--- src/mavg_pkg.sv ---
// ----------------------------------------------------------------------------
// mavg_pkg
// shared constants and register codes for the moving average filter
// ----------------------------------------------------------------------------
`timescale 1ns / 1ps
`default_nettype none

package mavg_pkg;

  // build-time defaults
  localparam int MAX_WINDOW_DEF  = 64;
  localparam int SAMPLE_BITS_DEF = 16;

  // window length register
  localparam int            WL_W     = 7;
  localparam logic [WL_W-1:0] WL_RESET = 7'd8;

  // configuration register index
  localparam int CFG_IDX_W = 1;

  typedef enum logic [CFG_IDX_W-1:0] {
    REG_WINDOW_LENGTH = 1'b0,
    REG_INIT_VALUE    = 1'b1
  } cfg_reg_e;

endpackage : mavg_pkg

`default_nettype wire

--- src/mavg_front.sv ---
// ----------------------------------------------------------------------------
// mavg_front
// config registers, history ring read-modify-write and running sum
// ----------------------------------------------------------------------------
`timescale 1ns / 1ps
`default_nettype none

module mavg_front
  import mavg_pkg::*;
#(
  parameter int MAX_WINDOW  = MAX_WINDOW_DEF,
  parameter int SAMPLE_BITS = SAMPLE_BITS_DEF,
  localparam int PTR_W      = $clog2(MAX_WINDOW),
  localparam int LEN_W      = $clog2(MAX_WINDOW + 1),
  localparam int SUM_W      = SAMPLE_BITS + $clog2(MAX_WINDOW)
) (
  input  wire                           clk_i,
  input  wire                           rst_ni,
  input  wire                           cfg_we_i,
  input  wire  [CFG_IDX_W-1:0]          cfg_index_i,
  input  wire  [SAMPLE_BITS-1:0]        cfg_wdata_i,
  input  wire                           in_valid_i,
  output logic                          in_ready_o,
  input  wire  signed [SAMPLE_BITS-1:0] sample_i,
  input  wire                           adv_i,
  output logic                          div_valid_o,
  output logic signed [SUM_W-1:0]       div_sum_o,
  output logic [LEN_W-1:0]              div_len_o
);

  localparam int CMP_W = (WL_W > LEN_W) ? WL_W : LEN_W;
  localparam int EXT_W = PTR_W + 1;

  // configuration
  logic [WL_W-1:0]               wl_q;
  logic signed [SAMPLE_BITS-1:0] init_q;
  logic                          pend_q;

  // ring state
  logic [SAMPLE_BITS-1:0]        hist_mem [MAX_WINDOW];
  logic [SAMPLE_BITS-1:0]        rd_q;
  logic [PTR_W-1:0]              wp_q;
  logic [LEN_W-1:0]              fill_q;
  logic signed [SUM_W-1:0]       sum_q;

  // pipeline
  logic                          s1_valid_q;
  logic signed [SAMPLE_BITS-1:0] s1_sample_q;
  logic                          s1_fresh_q;
  logic                          s2_valid_q;

  logic [LEN_W-1:0]              eff_len;
  logic [CMP_W-1:0]              wl_ext;
  logic [EXT_W-1:0]              old_ext;
  logic [PTR_W-1:0]              oldest;
  logic                          fresh;
  logic                          acc;
  logic signed [SAMPLE_BITS-1:0] old_val;
  logic signed [SUM_W-1:0]       sum_next;
  logic signed [LEN_W+SAMPLE_BITS:0] preload_prod;

  // zero means one, above the ring depth saturates
  assign wl_ext = CMP_W'(wl_q);

  always_comb begin
    if (wl_q == '0) begin
      eff_len = LEN_W'(1);
    end else if (wl_ext > CMP_W'(MAX_WINDOW)) begin
      eff_len = LEN_W'(MAX_WINDOW);
    end else begin
      eff_len = LEN_W'(wl_q);
    end
  end

  // slot leaving the window, modulo ring depth
  assign old_ext = EXT_W'(wp_q) + EXT_W'(MAX_WINDOW) - EXT_W'(eff_len);

  always_comb begin
    if (old_ext >= EXT_W'(MAX_WINDOW)) begin
      oldest = PTR_W'(old_ext - EXT_W'(MAX_WINDOW));
    end else begin
      oldest = PTR_W'(old_ext);
    end
  end

  // slots at or past the fill count still hold the preload value
  assign fresh = (fill_q == LEN_W'(MAX_WINDOW)) || (LEN_W'(oldest) < fill_q);

  assign in_ready_o = !pend_q && (!s1_valid_q || adv_i);
  assign acc        = in_valid_i && in_ready_o;

  assign old_val  = s1_fresh_q ? $signed(rd_q) : init_q;
  assign sum_next = sum_q - SUM_W'(old_val) + SUM_W'(s1_sample_q);

  assign preload_prod = $signed({1'b0, eff_len}) * init_q;

  // history ring, read of the leaving slot sees the value before this write
  always_ff @(posedge clk_i) begin
    if (acc) begin
      hist_mem[wp_q] <= sample_i;
      rd_q           <= hist_mem[oldest];
    end
  end

  always_ff @(posedge clk_i) begin
    if (acc) begin
      s1_sample_q <= sample_i;
      s1_fresh_q  <= fresh;
    end
  end

  always_ff @(posedge clk_i or negedge rst_ni) begin
    if (!rst_ni) begin
      wl_q       <= WL_RESET;
      init_q     <= '0;
      pend_q     <= 1'b0;
      wp_q       <= '0;
      fill_q     <= '0;
      sum_q      <= '0;
      s1_valid_q <= 1'b0;
      s2_valid_q <= 1'b0;
    end else begin
      if (acc) begin
        wp_q <= (wp_q == PTR_W'(MAX_WINDOW - 1)) ? '0 : wp_q + 1'b1;
        if (fill_q != LEN_W'(MAX_WINDOW)) begin
          fill_q <= fill_q + 1'b1;
        end
      end

      if (acc) begin
        s1_valid_q <= 1'b1;
      end else if (adv_i) begin
        s1_valid_q <= 1'b0;
      end

      if (adv_i) begin
        s2_valid_q <= s1_valid_q;
      end

      if (pend_q) begin
        sum_q  <= SUM_W'(preload_prod);
        pend_q <= 1'b0;
      end else if (adv_i && s1_valid_q) begin
        sum_q <= sum_next;
      end

      // user writes only while idle, not enforced; preload restarts ring
      if (cfg_we_i) begin
        case (cfg_index_i)
          REG_WINDOW_LENGTH: begin
            wl_q   <= cfg_wdata_i[WL_W-1:0];
            pend_q <= 1'b1;
            wp_q   <= '0;
            fill_q <= '0;
          end
          REG_INIT_VALUE: begin
            init_q <= cfg_wdata_i;
            pend_q <= 1'b1;
            wp_q   <= '0;
            fill_q <= '0;
          end
          default: begin
          end
        endcase
      end
    end
  end

  assign div_valid_o = s2_valid_q;
  assign div_sum_o   = sum_q;
  assign div_len_o   = eff_len;

  // until the ring wraps, the write slot tracks the fill count
  assert property (@(posedge clk_i) disable iff (!rst_ni)
    (fill_q != LEN_W'(MAX_WINDOW)) |-> (LEN_W'(wp_q) == fill_q))
    else $error("write pointer out of step with fill count");

  // a held sum stage keeps its sum
  assert property (@(posedge clk_i) disable iff (!rst_ni)
    (s2_valid_q && !adv_i && !pend_q && !cfg_we_i) |=> $stable(sum_q))
    else $error("running sum moved under a stalled beat");

  // preload lasts a single cycle and blocks new beats
  assert property (@(posedge clk_i) disable iff (!rst_ni)
    (pend_q && !cfg_we_i) |=> !pend_q)
    else $error("preload did not complete");

  assert property (@(posedge clk_i) disable iff (!rst_ni)
    pend_q |-> !acc)
    else $error("beat accepted during preload");

endmodule : mavg_front

`default_nettype wire

--- src/mavg_div.sv ---
// ----------------------------------------------------------------------------
// mavg_div
// pipelined restoring divider, one quotient bit per stage, output register
// ----------------------------------------------------------------------------
`timescale 1ns / 1ps
`default_nettype none

module mavg_div
  import mavg_pkg::*;
#(
  parameter int MAX_WINDOW  = MAX_WINDOW_DEF,
  parameter int SAMPLE_BITS = SAMPLE_BITS_DEF,
  localparam int LEN_W      = $clog2(MAX_WINDOW + 1),
  localparam int SUM_W      = SAMPLE_BITS + $clog2(MAX_WINDOW)
) (
  input  wire                           clk_i,
  input  wire                           rst_ni,
  input  wire                           div_valid_i,
  input  wire  signed [SUM_W-1:0]       div_sum_i,
  input  wire  [LEN_W-1:0]              div_len_i,
  output logic                          adv_o,
  output logic                          out_valid_o,
  input  wire                           out_ready_i,
  output logic signed [SAMPLE_BITS-1:0] average_o
);

  logic             v_in   [SUM_W];
  logic [SUM_W-1:0] n_in   [SUM_W];
  logic [LEN_W-1:0] r_in   [SUM_W];
  logic [LEN_W-1:0] d_in   [SUM_W];
  logic             neg_in [SUM_W];

  logic             v_q    [SUM_W];
  logic [SUM_W-1:0] nq_q   [SUM_W];
  logic [LEN_W-1:0] r_q    [SUM_W];
  logic [LEN_W-1:0] d_q    [SUM_W];
  logic             neg_q  [SUM_W];

  logic             out_valid_q;
  logic [SAMPLE_BITS-1:0] avg_q;
  logic [SUM_W-1:0] mag;
  logic [SUM_W-1:0] q_fin;
  logic [SUM_W-1:0] q_signed;

  // whole pipe moves unless a finished beat waits at the output
  assign adv_o = !out_valid_q || out_ready_i;

  assign mag = div_sum_i[SUM_W-1] ? SUM_W'(-div_sum_i) : SUM_W'(div_sum_i);

  for (genvar k = 0; k < SUM_W; k++) begin : g_stage
    logic [LEN_W:0]   trial;
    logic [LEN_W:0]   diff;
    logic             ge;
    logic [LEN_W-1:0] r_nx;
    logic [SUM_W-1:0] nq_nx;

    if (k == 0) begin : g_head
      assign v_in[k]   = div_valid_i;
      assign n_in[k]   = mag;
      assign r_in[k]   = '0;
      assign d_in[k]   = div_len_i;
      assign neg_in[k] = div_sum_i[SUM_W-1];
    end else begin : g_body
      assign v_in[k]   = v_q[k-1];
      assign n_in[k]   = nq_q[k-1];
      assign r_in[k]   = r_q[k-1];
      assign d_in[k]   = d_q[k-1];
      assign neg_in[k] = neg_q[k-1];
    end

    // shift in the next dividend bit, subtract when it fits
    assign trial = {r_in[k], n_in[k][SUM_W-1]};
    assign diff  = trial - {1'b0, d_in[k]};
    assign ge    = trial >= {1'b0, d_in[k]};
    assign r_nx  = ge ? diff[LEN_W-1:0] : trial[LEN_W-1:0];
    assign nq_nx = {n_in[k][SUM_W-2:0], ge};

    always_ff @(posedge clk_i or negedge rst_ni) begin
      if (!rst_ni) begin
        v_q[k] <= 1'b0;
      end else if (adv_o) begin
        v_q[k] <= v_in[k];
      end
    end

    always_ff @(posedge clk_i) begin
      if (adv_o) begin
        nq_q[k]  <= nq_nx;
        r_q[k]   <= r_nx;
        d_q[k]   <= d_in[k];
        neg_q[k] <= neg_in[k];
      end
    end
  end

  // restore sign, quotient truncates toward zero
  assign q_fin    = nq_q[SUM_W-1];
  assign q_signed = neg_q[SUM_W-1] ? SUM_W'(-q_fin) : q_fin;

  always_ff @(posedge clk_i or negedge rst_ni) begin
    if (!rst_ni) begin
      out_valid_q <= 1'b0;
    end else if (adv_o) begin
      out_valid_q <= v_q[SUM_W-1];
    end
  end

  always_ff @(posedge clk_i) begin
    if (adv_o) begin
      avg_q <= q_signed[SAMPLE_BITS-1:0];
    end
  end

  assign out_valid_o = out_valid_q;
  assign average_o   = $signed(avg_q);

  // partial remainder stays below the divisor, checked at first and last stage
  assert property (@(posedge clk_i) disable iff (!rst_ni)
    v_q[0] |-> (r_q[0] < d_q[0]))
    else $error("first stage remainder not below divisor");

  assert property (@(posedge clk_i) disable iff (!rst_ni)
    v_q[SUM_W-1] |-> (r_q[SUM_W-1] < d_q[SUM_W-1]))
    else $error("last stage remainder not below divisor");

  // window length reaching the divider is never zero
  assert property (@(posedge clk_i) disable iff (!rst_ni)
    (div_valid_i && adv_o) |=> (d_q[0] != '0))
    else $error("zero divisor entered the pipe");

endmodule : mavg_div

`default_nettype wire

--- src/moving_average_window_top.sv ---
// ----------------------------------------------------------------------------
// moving_average_window_top
// path: an input beat passes the ring read stage, the running sum register, the
//   one-bit-per-stage divider and its output register before its result beat
// throughput: one beat per cycle while the output is taken; a config write
//   starts a preload, during which no input beat is accepted
// reset: window length 8, init value 0, empty ring, no result pending
// ----------------------------------------------------------------------------
`timescale 1ns / 1ps
`default_nettype none

module moving_average_window_top
  import mavg_pkg::*;
#(
  parameter int MAX_WINDOW  = MAX_WINDOW_DEF,
  parameter int SAMPLE_BITS = SAMPLE_BITS_DEF
) (
  input  wire                           clk_i,
  input  wire                           rst_ni,
  // register write port
  input  wire                           cfg_we_i,
  input  wire  [CFG_IDX_W-1:0]          cfg_index_i,
  input  wire  [SAMPLE_BITS-1:0]        cfg_wdata_i,
  // sample beats in
  input  wire                           in_valid_i,
  output logic                          in_ready_o,
  input  wire  signed [SAMPLE_BITS-1:0] sample_i,
  // average beats out
  output logic                          out_valid_o,
  input  wire                           out_ready_i,
  output logic signed [SAMPLE_BITS-1:0] average_o
);

  localparam int LEN_W = $clog2(MAX_WINDOW + 1);
  localparam int SUM_W = SAMPLE_BITS + $clog2(MAX_WINDOW);

  // front end to divider handoff
  logic                    adv;
  logic                    div_valid;
  logic signed [SUM_W-1:0] div_sum;
  logic [LEN_W-1:0]        div_len;

  // ring memory, pointer, fill count and running sum; the leaving sample is
  // read in the same cycle the new one is written, the sum is updated when
  // that beat advances, so back-to-back beats see no hazard on the ring
  mavg_front #(
    .MAX_WINDOW  (MAX_WINDOW),
    .SAMPLE_BITS (SAMPLE_BITS)
  ) u_front (
    .clk_i       (clk_i),
    .rst_ni      (rst_ni),
    .cfg_we_i    (cfg_we_i),
    .cfg_index_i (cfg_index_i),
    .cfg_wdata_i (cfg_wdata_i),
    .in_valid_i  (in_valid_i),
    .in_ready_o  (in_ready_o),
    .sample_i    (sample_i),
    .adv_i       (adv),
    .div_valid_o (div_valid),
    .div_sum_o   (div_sum),
    .div_len_o   (div_len)
  );

  // sum divided by the effective window length, off the sum feedback loop;
  // the whole pipe holds while a finished beat waits in the output register
  mavg_div #(
    .MAX_WINDOW  (MAX_WINDOW),
    .SAMPLE_BITS (SAMPLE_BITS)
  ) u_div (
    .clk_i       (clk_i),
    .rst_ni      (rst_ni),
    .div_valid_i (div_valid),
    .div_sum_i   (div_sum),
    .div_len_i   (div_len),
    .adv_o       (adv),
    .out_valid_o (out_valid_o),
    .out_ready_i (out_ready_i),
    .average_o   (average_o)
  );

endmodule : moving_average_window_top

`default_nettype wire
--- config.mk ---
export PLATFORM = sky130hd
export DESIGN_NAME = moving_average_window_top
export DESIGN_NICKNAME = d
export VERILOG_FILES = /design/src/mavg_pkg.sv /design/src/mavg_front.sv /design/src/mavg_div.sv /design/src/moving_average_window_top.sv
export SDC_FILE = /design/constraint.sdc
export NUM_CORES = 2
export LEC_CHECK = 0
export BUFFER_PORTS_ARGS = -buffer_cell sky130_fd_sc_hd__buf_2
export CORE_ASPECT_RATIO = 0.7
export CORE_MARGIN = 1.5
export CORE_UTILIZATION = 60
export DETAILED_ROUTE_END_ITERATION = 10
export PLACE_DENSITY = 0.8
export SYNTH_ARGS = -nofsm -noshare
export SYNTH_HDL_FRONTEND = slang
export SYNTH_SLANG_ARGS = --single-unit
--- constraint.sdc ---
create_clock -name clk_i -period 32.4 [get_ports clk_i]
set_input_delay 1.62 -clock clk_i [delete_from_list [all_inputs] [get_ports clk_i]]
set_output_delay 1.62 -clock clk_i [all_outputs]
set_load 0.05 [all_outputs]
==> flow_summary.json <==
{
  "outcome": "completed",
  "drc_errors": 0,
  "synth_area_leader_cell": "edfxtp_1",
  "gr-total-overflow": 0,
  "clk_path_buf_depth": 3,
  "period_needed_ns": 7.51,
  "htreeDepth": 4,
  "rsz0062_at_grt": "no",
  "hold_violations": 0,
  "wirelength_mm": 167,
  "finalMaxSlewViolations": 0,
  "worstHoldPathType": "reg -> reg",
  "maxCapViolCount": 0,
  "io_pins": 56,
  "fin_skew_ns": 0.0457,
  "detail_route.wl_per_cell_microns": 25.3,
  "netlist_area_sq_mm": 0.0783,
  "min-delay-start": "u_div.nq_q[1][63]",
  "cts_num_sinks": 1840,
  "power_density_mw_per_mm2": 95.6,
  "gp_congestion": 0.881,
  "chipWidth_microns": 435,
  "n_fill_cell": 8312,
  "ir_drop_uv": 71.1,
  "fin_cells": 6624,
  "cts_hold_buf": 0,
  "hpwl_mm": 101,
  "clk_latency_ns": 0.82,
  "arrival_ns": 8.03,
  "crit_required_ns": 32.93,
  "crit_slowest_cell": "buf_4",
  "cts_repair_resize_count": 0,
  "p_leak_uw": 0.0314,
  "worst_pin_slew_ns": 1.43,
  "numCtsBuffers": 165,
  "finalPower_uw": 8270,
  "postCtsSetupBuffers": 0,
  "min_period_over_period_pct": 23.2,
  "crit_type": "reg -> reg",
  "viasPerCell": 6.11,
  "die_h_microns": 305,
  "grt_antenna_before_repair": 8,
  "tritoncts": "yes",
  "postLayoutCoreUtil_pct": 67.0,
  "grt_pass1_wl_mm": 252,
  "firstDrtPassIters": 6,
  "ys_seq_elements": 1840,
  "start_util_pct": 60.7,
  "crit_top_cell": "buf_4",
  "placed_cell_area_sq_mm": 0.0811,
  "setup_violations": 0,
  "row_count": 110,
  "grt_use_total_pct": 25.6,
  "yosys_most_used_dff": "edfxtp_1",
  "cts_root_buffer": "clkbuf_16",
  "syn_area_per_cell_sq_um": 17.2,
  "drt_iter0_markers": 5033,
  "final_layout_size_suffix_gt1_share_pct": 16.1,
  "worstSetupStartpointType": "flip-flop",
  "reg2reg_from": "u_front.wl_ext[6]",
  "synth-edff-count": 1756,
  "place_inst": 6318,
  "clk_pin_slew_worst_paths_ns": 0.06,
  "synth.distinct_cells": 59,
  "end_kind": "flip-flop",
  "nNetsFinal": 5141,
  "slew_headroom_pct": 4.53,
  "finish.instance_area_sq_mm": 0.0864,
  "yosysSeqAreaShare_pct": 70.0,
  "fmax_mhz": 133,
  "drtAntennaViolNets": 0,
  "die-area_sq_mm": 0.133,
  "synth_top_area_share_pct": 67.3,
  "synthTopCellsByArea": "edfxtp_1 67%, mux4_2 9.7%, ha_1 3.7%, fa_1 3.1%, dfrtp_1 2.7%",
  "yosysWarnings": 0,
  "synth.net_count": 4938,
  "crit_chain": "nor2_1 > buf_4 > ha_4 > fa_4 > buf_4 > buf_4 > buf_4 > buf_4 > mux4_2 > mux4_2 > mux4_2",
  "grt_max_degree": 120,
  "critPathMaxStageDelay_ns": 0.87,
  "setup_tns_ns": 0,
  "cp_max_fo": 73,
  "core_area_sq_mm": 0.129,
  "io_buffers": 55,
  "ys_async_sr_fraction_pct": 4.57,
  "crit_start": "u_front.wl_ext[6]",
  "grt_pass1_vias": 40800,
  "syn_inst": 4546,
  "dr_total_vias": 40500,
  "area_growth_pct": 10.4
}
## placed cells by master, fill, tap and decap left out, types with 35 or more instances in the layout
cell,count
a21boi_0,41
a21o_1,35
a21oi_1,113
and2_1,89
buf_2,54
buf_4,102
clkbuf_1,40
clkbuf_16,166
clkinv_1,55
dfrtp_1,83
edfxtp_1,1756
fa_1,122
ha_1,230
inv_1,426
mux2_2,53
mux4_2,336
nand2_1,220
nand3_1,43
nor2_1,263
nor2b_1,57
o21ai_0,159
o31ai_1,36
xnor2_1,67
xor2_1,68
## where the power goes
part / switching [uW] / leakage, uW / internal, uW
logic: 1580 / 0.0110 / 1120
clock network: 869 / 0.00256 / 1070
registers: 262 / 0.0178 / 3370
## registers in the layout, summed over array words and instances, names as in the netlist, 6 cells and up
| register | cells |
|---|---|
| u_div.average_o | 16 |
| u_div.d_q | 147 |
| u_div.neg_q | 22 |
| u_div.nq_q | 367 |
| u_div.r_q | 147 |
| u_div.v_in | 21 |
| u_front.div_sum_o | 22 |
| u_front.fill_q | 7 |
| u_front.hist_mem | 1024 |
| u_front.init_q | 16 |
| u_front.rd_q | 16 |
| u_front.s1_sample_q | 16 |
| u_front.wl_ext | 7 |
| u_front.wp_q | 6 |
## cells by family (layout without fill, tap and decap cells)
| group | after synthesis | count (layout) | synth area share, % |
|---|---|---|---|
| flops | 1840 | 1840 | 70.0 |
| simple gates | 792 | 792 | 4.72 |
| buf+inv | 565 | 903 | 2.76 |
| compound gates | 459 | 459 | 3.60 |
| mux | 398 | 398 | 10.5 |
| fa+ha+maj | 354 | 354 | 6.83 |
| xor+xnor | 138 | 138 | 1.55 |
| other cells | 0 | 4 | 0 |
## Yosys cell counts (36+ instances only)
library cell	count
a21boi_0	41
a21oi_1	113
and2_1	89
clkbuf_1	81
dfrtp_1	83
edfxtp_1	1756
fa_1	123
ha_1	231
inv_1	427
mux2_2	53
mux4_2	336
nand2_1	220
nand3_1	43
nor2_1	263
nor2b_1	60
o21ai_0	159
o31ai_1	36
xnor2_1	68
xor2_1	69
## stage by stage
| stage | hold slack, ns | setup WS (ns) |
|---|---|---|
| floorplan | 0.400 | 10.14 |
| global placement | 0.400 | 25.11 |
| detailed placement | 0.405 | 25.06 |
| CTS | 0.403 | 24.96 |
| global route | 0.407 | 24.67 |
| finish | 0.405 | 24.89 |
## critical path: cells and delay by family (launching register included)
kind	cells	cell delay [ns]
flip-flops	1	0.81
adder cells (fa/ha/maj)	2	0.96
buffers and inverters	5	3.65
AND/OR/NAND/NOR	1	0.13
multiplexers	3	1.51
## metal layers
layer	up-vias	track usage [%]	part of all wire (%)
li1	17600	-	-
met1	20500	36.3	40
met2	2092	37.4	44
met3	303	10.4	13
met4	12	6.66	2.3
met5	-	0	0.091
## path summary, 6_finish.rpt
kind	endpoint	slack, ns	depth (start not counted)
worst max-delay path	u_front.rd_q[9]	24.89	11
worst min-delay path	u_div.nq_q[1][86]	0.40	0
worst max register to register	u_front.rd_q[9]	24.89	11
worst min register to register	u_div.nq_q[1][86]	0.40	0
max in group asynchronous	u_div.v_in[12]	30.51	2
min in group asynchronous	u_div.out_valid_o	0.81	1
## final cells by class
| cell class | instances | area, sq um | area share, % |
|---|---|---|---|
| diodes | 4 | 10.0 | 0.0116 |
| clock buffers | 208 | 4330 | 5.01 |
| clock inverters | 94 | 963 | 1.11 |
| inverters | 444 | 1680 | 1.94 |
| multi-input cells | 2141 | 21400 | 24.8 |
| flip-flops and latches | 1840 | 54800 | 63.4 |
| well taps | 1736 | 2170 | 2.51 |
| repair buffers | 157 | 1060 | 1.22 |
Power figures use the tool's default switching activity.
